[src/rtl/core/cma_pkg.sv]
// ----------------------------------------------------------------------------
// cma_pkg
// Shared types and constants of the centered moving average unit.
// ----------------------------------------------------------------------------
package cma_pkg;

  // width of the half-width configuration port
  localparam int unsigned HALF_WIDTH_BITS = 4;

  // quotient bits resolved per divider cycle
  localparam int unsigned DIV_DIGIT_BITS = 4;

  // controller -> datapath
  typedef struct packed {
    logic cfg_write;  // load half width, clear stream
    logic accept;     // take the input sample into ring and sum
    logic start;      // launch divide and oldest-sample read
    logic commit;     // load result register, slide the window
    logic clear;      // drop stream state
  } cmd_t;

  // datapath -> controller
  typedef struct packed {
    logic last_item;   // current item closes the stream
    logic pending;     // window holds outputs not yet emitted
    logic take_emit;   // regular output due for this item
    logic final_item;  // output in flight is the stream's last
    logic div_done;    // quotient ready
    logic out_free;    // result register can take a value
  } status_t;

endpackage

[src/rtl/core/cma_ram.sv]
// ----------------------------------------------------------------------------
// cma_ram
// Generic single-write, single-read RAM with registered read data.
// ----------------------------------------------------------------------------
module cma_ram #(
  parameter int unsigned WIDTH = 16,
  parameter int unsigned DEPTH = 31
) (
  input  logic                     clk,
  input  logic                     we,
  input  logic [$clog2(DEPTH)-1:0] waddr,
  input  logic [WIDTH-1:0]         wdata,
  input  logic                     re,
  input  logic [$clog2(DEPTH)-1:0] raddr,
  output logic [WIDTH-1:0]         rdata
);

  logic [WIDTH-1:0] mem [DEPTH];

  always_ff @(posedge clk) begin
    if (we) begin
      mem[waddr] <= wdata;
    end
    if (re) begin
      rdata <= mem[raddr];
    end
  end

endmodule

[src/rtl/core/cma_div.sv]
// ----------------------------------------------------------------------------
// cma_div
// Unsigned restoring divider, several quotient bits per cycle.
// ----------------------------------------------------------------------------
module cma_div #(
  parameter int unsigned DVD_W = 21,
  parameter int unsigned DVS_W = 5
) (
  input  logic             clk,
  input  logic             rst,
  input  logic             start,
  input  logic [DVD_W-1:0] dividend,
  input  logic [DVS_W-1:0] divisor,
  output logic             done,
  output logic [DVD_W-1:0] quotient
);

  localparam int unsigned RB    = cma_pkg::DIV_DIGIT_BITS;
  localparam int unsigned STEPS = (DVD_W + RB - 1) / RB;
  localparam int unsigned PAD_W = STEPS * RB;
  localparam int unsigned RW    = DVS_W + 1;
  localparam int unsigned CNT_W = $clog2(STEPS + 1);

  logic [PAD_W-1:0] quo;
  logic [PAD_W-1:0] quo_next;
  logic [RW-1:0]    rem;
  logic [RW-1:0]    rem_next;
  logic [DVS_W-1:0] dvs;
  logic [CNT_W-1:0] cnt;
  logic             busy;

  // dividend shifts out at the top while quotient bits enter at the bottom
  always_comb begin
    logic [RW-1:0]    r;
    logic [PAD_W-1:0] q;
    r = rem;
    q = quo;
    for (int j = 0; j < RB; j++) begin
      r = {r[RW-2:0], q[PAD_W-1]};
      q = {q[PAD_W-2:0], 1'b0};
      if (r >= {1'b0, dvs}) begin
        r    = r - {1'b0, dvs};
        q[0] = 1'b1;
      end
    end
    rem_next = r;
    quo_next = q;
  end

  always_ff @(posedge clk) begin
    if (rst) begin
      busy <= 1'b0;
      done <= 1'b0;
      cnt  <= '0;
    end else if (start) begin
      quo  <= PAD_W'(dividend);
      rem  <= '0;
      dvs  <= divisor;
      cnt  <= CNT_W'(STEPS);
      busy <= 1'b1;
      done <= 1'b0;
    end else if (busy) begin
      quo <= quo_next;
      rem <= rem_next;
      cnt <= cnt - 1'b1;
      if (cnt == CNT_W'(1)) begin
        busy <= 1'b0;
        done <= 1'b1;
      end
    end
  end

  assign quotient = quo[DVD_W-1:0];

endmodule

[src/rtl/core/cma_dp.sv]
// ----------------------------------------------------------------------------
// cma_dp
// Datapath: sample ring, running window sum, edge bookkeeping, divider
// and result register.
// ----------------------------------------------------------------------------
module cma_dp #(
  parameter int unsigned MAX_HALF    = 15,
  parameter int unsigned SAMPLE_BITS = 16
) (
  input  logic                                clk,
  input  logic                                rst,
  input  cma_pkg::cmd_t                       cmd,
  output cma_pkg::status_t                    status,
  input  logic [cma_pkg::HALF_WIDTH_BITS-1:0] half_width,
  input  logic [SAMPLE_BITS-1:0]              sample,
  input  logic                                is_last,
  output logic                                result_valid,
  input  logic                                result_stall,
  output logic [SAMPLE_BITS-1:0]              average,
  output logic                                last_out
);

  localparam int unsigned RING    = 2 * MAX_HALF + 1;
  localparam int unsigned RING_AW = $clog2(RING);
  localparam int unsigned SEEN_W  = $clog2(RING + 1);
  localparam int unsigned SUM_W   = SAMPLE_BITS + $clog2(RING);
  localparam int unsigned HW_W    = $clog2(MAX_HALF + 1);
  localparam int unsigned CMP_W   = SEEN_W + 2;
  localparam int unsigned CFG_W   = cma_pkg::HALF_WIDTH_BITS;
  localparam int unsigned CW      = (HW_W > CFG_W) ? HW_W : CFG_W;
  localparam int unsigned EXT_W   = SUM_W - SAMPLE_BITS;

  logic [HW_W-1:0]        hw;
  logic [RING_AW-1:0]     wptr;
  logic [SUM_W-1:0]       sum;
  logic [SEEN_W-1:0]      seen;
  logic [HW_W-1:0]        idx;
  logic [HW_W-1:0]        n;
  logic                   last_q;
  logic                   final_q;
  logic                   neg_q;
  logic                   zero_q;

  logic [HW_W-1:0]        left;
  logic [CMP_W-1:0]       gap;
  logic                   final_now;
  logic [RING_AW:0]       pos_raw;
  logic [RING_AW-1:0]     pos;
  logic [RING_AW-1:0]     wptr_next;
  logic [CW-1:0]          cfg_ext;
  logic [CW-1:0]          cfg_clamp;
  logic [SUM_W-1:0]       mag;
  logic [SUM_W-1:0]       quo;
  logic                   div_done;
  logic [SAMPLE_BITS-1:0] old_sample;
  logic [SAMPLE_BITS-1:0] q_low;
  logic [SAMPLE_BITS-1:0] avg;

  // outputs before half_width use the shorter left edge
  assign left      = (idx < hw) ? idx : hw;
  assign gap       = CMP_W'(seen) - CMP_W'(left);
  assign final_now = last_q && ((gap == CMP_W'(1)) || (n == HW_W'(MAX_HALF)));

  // oldest sample in the window sits seen entries behind the write pointer
  assign pos_raw = (RING_AW + 1)'(wptr) + (RING_AW + 1)'(RING) - (RING_AW + 1)'(seen);
  assign pos     = (pos_raw >= (RING_AW + 1)'(RING)) ?
                   RING_AW'(pos_raw - (RING_AW + 1)'(RING)) : pos_raw[RING_AW-1:0];

  assign wptr_next = (wptr == RING_AW'(RING - 1)) ? '0 : wptr + 1'b1;

  assign cfg_ext   = CW'(half_width);
  assign cfg_clamp = (cfg_ext > CW'(MAX_HALF)) ? CW'(MAX_HALF) : cfg_ext;

  assign mag = sum[SUM_W-1] ? (~sum + 1'b1) : sum;

  cma_ram #(
    .WIDTH (SAMPLE_BITS),
    .DEPTH (RING)
  ) u_ring (
    .clk   (clk),
    .we    (cmd.accept),
    .waddr (wptr),
    .wdata (sample),
    .re    (cmd.start),
    .raddr (pos),
    .rdata (old_sample)
  );

  cma_div #(
    .DVD_W (SUM_W),
    .DVS_W (SEEN_W)
  ) u_div (
    .clk      (clk),
    .rst      (rst),
    .start    (cmd.start),
    .dividend (mag),
    .divisor  (seen),
    .done     (div_done),
    .quotient (quo)
  );

  // truncate toward zero: divide magnitudes, then restore the sign
  assign q_low = quo[SAMPLE_BITS-1:0];
  assign avg   = zero_q ? '0 : (neg_q ? (~q_low + 1'b1) : q_low);

  always_ff @(posedge clk) begin
    if (rst) begin
      hw           <= HW_W'(1);
      wptr         <= '0;
      sum          <= '0;
      seen         <= '0;
      idx          <= '0;
      n            <= '0;
      last_q       <= 1'b0;
      final_q      <= 1'b0;
      result_valid <= 1'b0;
    end else begin
      if (result_valid && !result_stall) begin
        result_valid <= 1'b0;
      end
      if (cmd.cfg_write) begin
        hw   <= cfg_clamp[HW_W-1:0];
        sum  <= '0;
        seen <= '0;
        idx  <= '0;
      end
      if (cmd.accept) begin
        wptr   <= wptr_next;
        sum    <= sum + {{EXT_W{sample[SAMPLE_BITS-1]}}, sample};
        seen   <= seen + 1'b1;
        last_q <= is_last;
        n      <= '0;
      end
      if (cmd.start) begin
        final_q <= final_now;
        neg_q   <= sum[SUM_W-1];
        zero_q  <= (seen == '0);
      end
      if (cmd.commit) begin
        average      <= avg;
        last_out     <= final_q;
        result_valid <= 1'b1;
        // slide the window once the left edge is full
        if (idx >= hw && seen != '0) begin
          sum  <= sum - {{EXT_W{old_sample[SAMPLE_BITS-1]}}, old_sample};
          seen <= seen - 1'b1;
        end
        if (idx != HW_W'(MAX_HALF)) begin
          idx <= idx + 1'b1;
        end
        n <= n + 1'b1;
      end
      if (cmd.clear) begin
        sum  <= '0;
        seen <= '0;
        idx  <= '0;
      end
    end
  end

  assign status.last_item  = last_q;
  assign status.pending    = CMP_W'(seen) > CMP_W'(left);
  assign status.take_emit  = (gap - CMP_W'(1)) == CMP_W'(hw);
  assign status.final_item = final_q;
  assign status.div_done   = div_done;
  assign status.out_free   = !result_valid || !result_stall;

endmodule

[src/rtl/core/cma_ctrl.sv]
// ----------------------------------------------------------------------------
// cma_ctrl
// Controller: sequences accept, edge check, divide and result transfer.
// ----------------------------------------------------------------------------
module cma_ctrl (
  input  logic              clk,
  input  logic              rst,
  input  logic              sample_valid,
  output logic              sample_stall,
  input  logic              cfg_valid,
  output logic              cfg_ready,
  output cma_pkg::cmd_t     cmd,
  input  cma_pkg::status_t  status
);

  typedef enum logic [1:0] {
    IDLE,
    CHECK,
    EMIT,
    DIVIDE
  } state_t;

  state_t state;

  // hold the input while a register write is offered
  assign sample_stall = (state != IDLE) || cfg_valid;
  assign cfg_ready    = (state == IDLE);

  always_comb begin
    cmd           = '0;
    cmd.cfg_write = cfg_valid && cfg_ready;
    cmd.accept    = sample_valid && !sample_stall;
    cmd.start     = (state == EMIT);
    unique case (state)
      IDLE: begin
      end
      CHECK: begin
        cmd.clear = status.last_item && !status.pending;
      end
      EMIT: begin
      end
      DIVIDE: begin
        if (status.div_done && status.out_free) begin
          cmd.commit = 1'b1;
          cmd.clear  = status.last_item && status.final_item;
        end
      end
      default: begin
      end
    endcase
  end

  always_ff @(posedge clk) begin
    if (rst) begin
      state <= IDLE;
    end else begin
      unique case (state)
        IDLE: begin
          if (sample_valid && !sample_stall) begin
            state <= CHECK;
          end
        end
        CHECK: begin
          if (status.last_item) begin
            state <= status.pending ? EMIT : IDLE;
          end else begin
            state <= status.take_emit ? EMIT : IDLE;
          end
        end
        EMIT: begin
          state <= DIVIDE;
        end
        DIVIDE: begin
          // hold until the quotient is ready and the result register frees up
          if (status.div_done && status.out_free) begin
            if (status.last_item && !status.final_item) begin
              state <= EMIT;
            end else begin
              state <= IDLE;
            end
          end
        end
        default: begin
          state <= IDLE;
        end
      endcase
    end
  end

endmodule

[src/rtl/core/centered_moving_average_unit.sv]
// ----------------------------------------------------------------------------
// centered_moving_average_unit
// Centered moving average over a finite sample stream with truncated edges.
//
//   channel   handshake                   payload
//   -------   -------------------------   -------------------------------
//   cfg       cfg_valid / cfg_ready       half_width [3:0]
//   input     sample_valid / sample_stall sample [SAMPLE_BITS], is_last
//   result    result_valid / result_stall average [SAMPLE_BITS], last_out
//
// An item with no result passes CHECK and returns to IDLE. Each result also
// passes EMIT and DIVIDE, where the shared 4-bit-per-cycle divider works on a
// SUM_W-bit dividend, SUM_W = SAMPLE_BITS + clog2(2*MAX_HALF+1) (21 at the
// default sizes), and DIVIDE also waits for the result register to free up.
// A last item flushes up to half_width+1 results back to back in the same way.
// Reset is synchronous; half_width returns to 1 and the stream starts empty.
// A stalled result register holds the divider's result until its transfer.
// The input stalls while a register write is offered.
// ----------------------------------------------------------------------------
module centered_moving_average_unit #(
  parameter int unsigned MAX_HALF    = 15,
  parameter int unsigned SAMPLE_BITS = 16
) (
  input  logic                                clk,
  input  logic                                rst,
  input  logic                                cfg_valid,
  output logic                                cfg_ready,
  input  logic [cma_pkg::HALF_WIDTH_BITS-1:0] half_width,
  input  logic                                sample_valid,
  output logic                                sample_stall,
  input  logic [SAMPLE_BITS-1:0]              sample,
  input  logic                                is_last,
  output logic                                result_valid,
  input  logic                                result_stall,
  output logic [SAMPLE_BITS-1:0]              average,
  output logic                                last_out
);

  cma_pkg::cmd_t    cmd;
  cma_pkg::status_t status;

  cma_ctrl u_ctrl (
    .clk          (clk),
    .rst          (rst),
    .sample_valid (sample_valid),
    .sample_stall (sample_stall),
    .cfg_valid    (cfg_valid),
    .cfg_ready    (cfg_ready),
    .cmd          (cmd),
    .status       (status)
  );

  cma_dp #(
    .MAX_HALF    (MAX_HALF),
    .SAMPLE_BITS (SAMPLE_BITS)
  ) u_dp (
    .clk          (clk),
    .rst          (rst),
    .cmd          (cmd),
    .status       (status),
    .half_width   (half_width),
    .sample       (sample),
    .is_last      (is_last),
    .result_valid (result_valid),
    .result_stall (result_stall),
    .average      (average),
    .last_out     (last_out)
  );

endmodule

[config.mk]
export PLATFORM = sky130hd
export DESIGN_NAME = centered_moving_average_unit
export DESIGN_NICKNAME = d
export VERILOG_FILES = /design/src/rtl/core/cma_pkg.sv /design/src/rtl/core/cma_ram.sv /design/src/rtl/core/cma_div.sv /design/src/rtl/core/cma_dp.sv /design/src/rtl/core/cma_ctrl.sv /design/src/rtl/core/centered_moving_average_unit.sv
export SDC_FILE = /design/constraint.sdc
export NUM_CORES = 1
export LEC_CHECK = 0
export ABC_AREA = 1
export BUFFER_PORTS_ARGS = -buffer_cell sky130_fd_sc_hd__buf_2
export CAP_MARGIN = 20
export CORE_MARGIN = 3
export CORE_UTILIZATION = 32
export DETAILED_ROUTE_END_ITERATION = 7
export PLACE_DENSITY_LB_ADDON = 0.25
export SYNTH_ARGS = -nofsm -noshare
export SYNTH_HDL_FRONTEND = slang
export SYNTH_SLANG_ARGS = --single-unit
export TNS_END_PERCENT = 20
[constraint.sdc]
create_clock -name clk -period 6.91 [get_ports clk]
set_clock_uncertainty 0.1 [all_clocks]
set_input_delay 0.3455 -clock clk [delete_from_list [all_inputs] [get_ports clk]]
set_output_delay 0.3455 -clock clk [all_outputs]
set_load 0.03 [all_outputs]
# == Yosys cells after proc, flatten, opt, wreduce, memory -nomap -nowiden ==
# Memories as Yosys holds them, arrays and structs flattened. A register that Yosys moved wholly into a read port is not among the register bits.
# Cells that the tools add are included.
# totals
regBits,106
output_inout_bits,20
input_bits,26
mem_count,1
ram_bits,496
wordCells,145
# op_classes
addsub,19
eq_ne,11
n_mux,49
n_reduce_logical,31
n_bitwise,3
order_cmp,9
# mem_list
name,depth,word_bits,read_ports,rd_ports_with_merged_regs,wr,line,text
u_dp.u_ring.mem,31,16,1,1,1,cma_ram.sv:18,logic [WIDTH-1:0] mem [DEPTH];
# op_table
op,count
$mux 21,6
$mux 5,11
$mux 4,7
$ge 6x5->1,4
$mux 24,1
$add 21x1->21 const B,1
$add 21x21->21,1
$not 21->21,1
$sub 21x21->21,1
$sub 5x5->5,4
$add 16x1->16 const B,1
$mux 16,1
$not 16->16,1
$mux 2,7
$mux 1,12
$add 5x1->5 const B,2
$reduce_and 2->1,5
$logic_and 1x1->1,9
$add 4x1->4 const B,2
$pmux 2 s4,1
$reduce_bool 2->1,4
$eq 7x1->1 const B,1
$eq 7x4->1,1
$sub 7x1->7 const B,1
other kinds (27),37

# == Depth between registers and ports, before layout ==
# depth
ltp_word,10
ltp_mapped,37
depth_no_buf,37

# == Modules after synthesis ==
# From an unflattened synthesis, not the netlist that was laid out.
# unflattened
hier_cells,3244
hier_area_um2,30805.8
# modules_own_cells
mod,area_each_um2,seq_area_each_um2,instances,cells_each
cma_ram,20688.6,15374.7,1,1724
cma_dp,7024.2,1491.4,1,1140
cma_div,2906.5,1121.1,1,346
cma_ctrl,186.4,40.0,1,34

# == Least setup slack after synthesis ==
# No wires, ideal clock.
# synth_timing
path_kind,register to register
start,register u_dp.u_div.dvs[1]
end,register u_dp.u_div.quo[0] (data pin)
t_required_ns,6.543
setup_slack_ns,0.987
path_stages_with_launch,30
path_buffers,0
setup_time_ns,0.267
arrival_time_ns,5.555
synth_period_minus_slack_ns,5.923
path_cell_list,edfxtp_1 -> inv_1 -> fa_1 -> o21ai_0 -> nand2_1 -> o21ai_0 -> inv_1 -> ha_1 -> a21oi_1 -> nor2_1 -> a211oi_1 -> nand3_1 -> o21ai_0 -> inv_1 -> fa_1 -> o21ai_0 -> o21bai_1 -> a21oi_1 -> nand3_1 -> inv_1 -> o21ai_0 -> ha_1 -> nand2_1 -> inv_1 -> a221o_1 -> a211oi_1 -> o21a_1 -> nand2_2 -> nand2_1 -> o21ai_0
# synth_via
elab_chain_cells,10
elab_cells_between_ends,13
classes_between,3 x add/sub; 4 x order compare; 6 x mux
# synth_rtl
item,line,text
"start, declared",cma_div.sv:28,logic [DVS_W-1:0] dvs;
"start signal, assigned",cma_div.sv:58,dvs <= divisor;
$sub 5x5->5 / $ge 6x5->1 (equally long branches),"cma_div.sv:42, cma_div.sv:41",
$mux 5,cma_div.sv:41,"if (r >= {1'b0, dvs}) begin"
$sub 5x5->5 / $ge 6x5->1 (equally long branches),"cma_div.sv:42, cma_div.sv:41",
$mux 5,cma_div.sv:41,
$sub 5x5->5 / $ge 6x5->1 (equally long branches),"cma_div.sv:42, cma_div.sv:41",
$mux 5,cma_div.sv:41,
$ge 6x5->1 *,cma_div.sv:41,
$mux 1 *,cma_div.sv:41,
$mux 24 *,cma_div.sv:62,end else if (busy) begin
$mux 21 *,cma_div.sv:55,end else if (start) begin
"end signal, assigned",cma_div.sv:56,quo <= PAD_W'(dividend);
"end signal, assigned",cma_div.sv:63,quo <= quo_next;
"end, declared",cma_div.sv:24,logic [PAD_W-1:0] quo;
# Every way passes the cells marked *; elsewhere a longest branch is shown, timed or not. The select of a mux whose other input is x is not followed.
# A chain may end at the register's enable or synchronous reset.

# == Final worst setup path ==
# layout_timing
start,register u_dp.u_div.dvs[0]
end,register u_dp.u_div.quo[0] (data pin)
# Same word-level chain as after synthesis.

==> metrics.txt <==
cell count after synthesis between 3000 and 4000; DRC violations left 0; commonest non-fill, non-tap cells in the layout nand2_1 (584), edfxtp_1 (565), nand3_1 (554); standard cell core area roughly 0.097 sq mm; asr flop ratio synth 0%; dpl cells approximately 4500; DPL Wire Length roughly 52000 microns; number of top-level pins 46; final net count about 3400; CP Launch Type register; clock tree buffer depth 3; Std-Cell Rows 114; worst-path maximum fanout 9; worst-skew pair later-pin latency around 0.66 ns; wire length of the first global-routing pass around 130000 microns; number of buffers inserted during clock tree synthesis 74; largest net degree at the start of global routing approximately 150; Pwr per Cell Area 308 mW/mm^2; leakage power around 0.014 uW; data required time of the worst path 7.19 ns; number of H-tree levels 3; detailed-route vias per instance ~5.0; commonest register cell after synthesis edfxtp_1; diode count 0; fin. max-slew vios 0; clk slew on worst S/H paths about 0.060 ns; maximum clock frequency ~0.16 GHz; slowest stage cell, crit path edfxtp_1; relative area change from synthesis to final layout 13.7%; post-route cell area ~0.036 sq mm; CTS tree yes; residual antenna-violating net count after detailed routing 0; total wire length 88200 microns; Hold Crit Class in -> reg; sequential fraction of the synthesis area about 57%; initial antenna violation count 1; register area roughly 0.018 sq mm; Clk Tree Root Cell clkbuf_16; count of final hold-check violations 0; area of combinational cells with multiple inputs 0.0111 sq mm; filler cell count 9690; slowest cell delay on critical path approximately 0.44 ns; final cell count without fillers between 4000 and 5000; Via Count around 23000; Slew headroom between 20% and 30%; slew of the pin with the lowest slew margin 1.07 ns; die span in y 319 microns; max-cap viol count 0; Initial Util between 30% and 40%; Warnings, synthesis 0; remaining global-route overflow 0; sort of element at the end of the critical path register; GRT Overall Usage about 17%; number of synthesized flops with an enable pin 565; most common cell after layout, fill and taps aside nand2_1; global placement routability congestion 0.869; starting DRC count in detailed routing 1885; mean area per synthesized cell 9.67 sq um; Chip Width about 320 microns; count of buffers from port buffering 45; detail-routed net length per standard cell about 19 microns; status finished, final reports clean; fraction of layout instances using a drive strength above 1 7.76%; Clock Sink Count approximately 620; period utilisation layout a little over 90%; critical path start-end classification reg -> reg; Mapped Nets 3374; Syn Std Cell Area about 0.031 sq mm; number of synthesized register bits approximately 620; count of distinct cell types in the synthesized netlist 50; Data arrival, critical path 6.67 ns; largest vdd supply drop approximately 0.22 mV; post-placement cell area 0.0332 sq mm; vias in the first global route about 22000; floorplan die area 0.102 sq mm; Setup TNS 0 ns; Finish-stage setup viols 0; setup repair after global routing missed its margin false; time the worst path needs with I/O delays and setup between 6 and 7 ns; number of iterations in the first detailed-routing pass 5
==> through the flow <==
step / util, % / setup slack (ns) / hold slack, ns / total power, uW
after floorplan: - / 0.987 / 0.306 / 6300
after global placement: 34.2 / 0.0788 / 0.347 / 7290
after detailed placement: 34.3 / 0.116 / 0.351 / 7300
after CTS: 36.8 / 0.0995 / 0.145 / 11100
after global routing: 36.8 / 0.00787 / 0.163 / 11600
final: 36.8 / 0.517 / 0.158 / 11000
==> per-layer routing <==
metal | vias up | GRT usage, % | share of wire, %
met4 | 0 | 5.62 | 3.2
met2 | 589 | 27.1 | 45
li1 | 11300 | - | -
met1 | 11000 | 23.9 | 46
met3 | 133 | 2.33 | 5.3
met5 | - | 0 | 0
==> report_power, final <==
part | internal (uW) | switching [uW] | leakage [uW]
registers | 4140 | 34.4 | 0.00552
clock network | 2150 | 1640 | 0.00114
logic | 856 | 2180 | 0.00761
==> state kept, by name, summed over array words and instances (netlist names), 5 cells and up <==
name / flops
u_dp.u_div.quo: 24
u_dp.average: 16
u_dp.seen: 5
u_dp.u_ring.mem: 496
u_dp.u_div.dvs: 5
u_dp.u_div.rem: 5
u_dp.sum: 21
u_dp.wptr: 5
u_dp.u_ring.rdata: 16
==> path summary, 6_finish.rpt <==
check,startpoint,endpoint,slack [ns],depth (start not counted)
setup reg to reg,u_dp.u_div.dvs[0],u_dp.u_div.quo[0],0.52,32
setup / recovery,u_dp.u_div.dvs[0],u_dp.u_div.quo[0],0.52,32
hold / removal,sample[6],u_dp.u_ring.mem[11][6],0.16,2
hold reg to reg,u_dp.u_div.done,u_dp.u_div.done,0.36,2
==> logic make-up after synthesis <==
kind of cell    after synthesis  synth area share [%]
simple gates               1571                  23.9
flops                       618                  57.3
buf+inv                     598                  7.75
compound gates              318                  5.54
fa+ha+maj                    97                  4.05
xor+xnor                     49                  1.37
==> worst max-delay path, delay by kind of cell, from the launching register on <==
kind | cells | cell delay (ns)
fa+ha+maj | 5 | 1.67
buf+inv | 5 | 0.53
compound gates | 13 | 2.44
flops | 1 | 0.44
simple gates | 9 | 0.93
==> Yosys cell counts, types with 53 or more instances <==
master / n / share of area [%]
dfxtp_1: 53 / 3.4
ha_1: 89 / 3.5
a21oi_1: 133 / 2.1
nand3b_1: 204 / 4.9
inv_1: 437 / 5.2
clkbuf_1: 68 / 0.81
o21ai_0: 119 / 1.9
edfxtp_1: 565 / 54
buf_2: 60 / 0.96
nand3_1: 555 / 8.8
nand2_1: 587 / 7.0
nor2_1: 144 / 1.7
==> layout make-up <==
| class | count | share of cell area [%] |
|---|---|---|
| clock buffer | 87 | 5.35 |
| clock inverter | 48 | 1.23 |
| inverter | 445 | 4.68 |
| multi-input combinational | 2035 | 31.0 |
| sequential | 618 | 50.5 |
| tap | 1276 | 4.47 |
| timing repair buffer | 130 | 2.80 |
==> repair_timing <==
action | in CTS | in global routing
resized for setup | 0 | 9
endpoints found under the hold margin | 9 | 0
setup endpoints to repair | 0 | 6
hold buffers | 7 | 0
buffers inserted | 0 | 1
No activity file was read; power rests on OpenSTA's default activity.
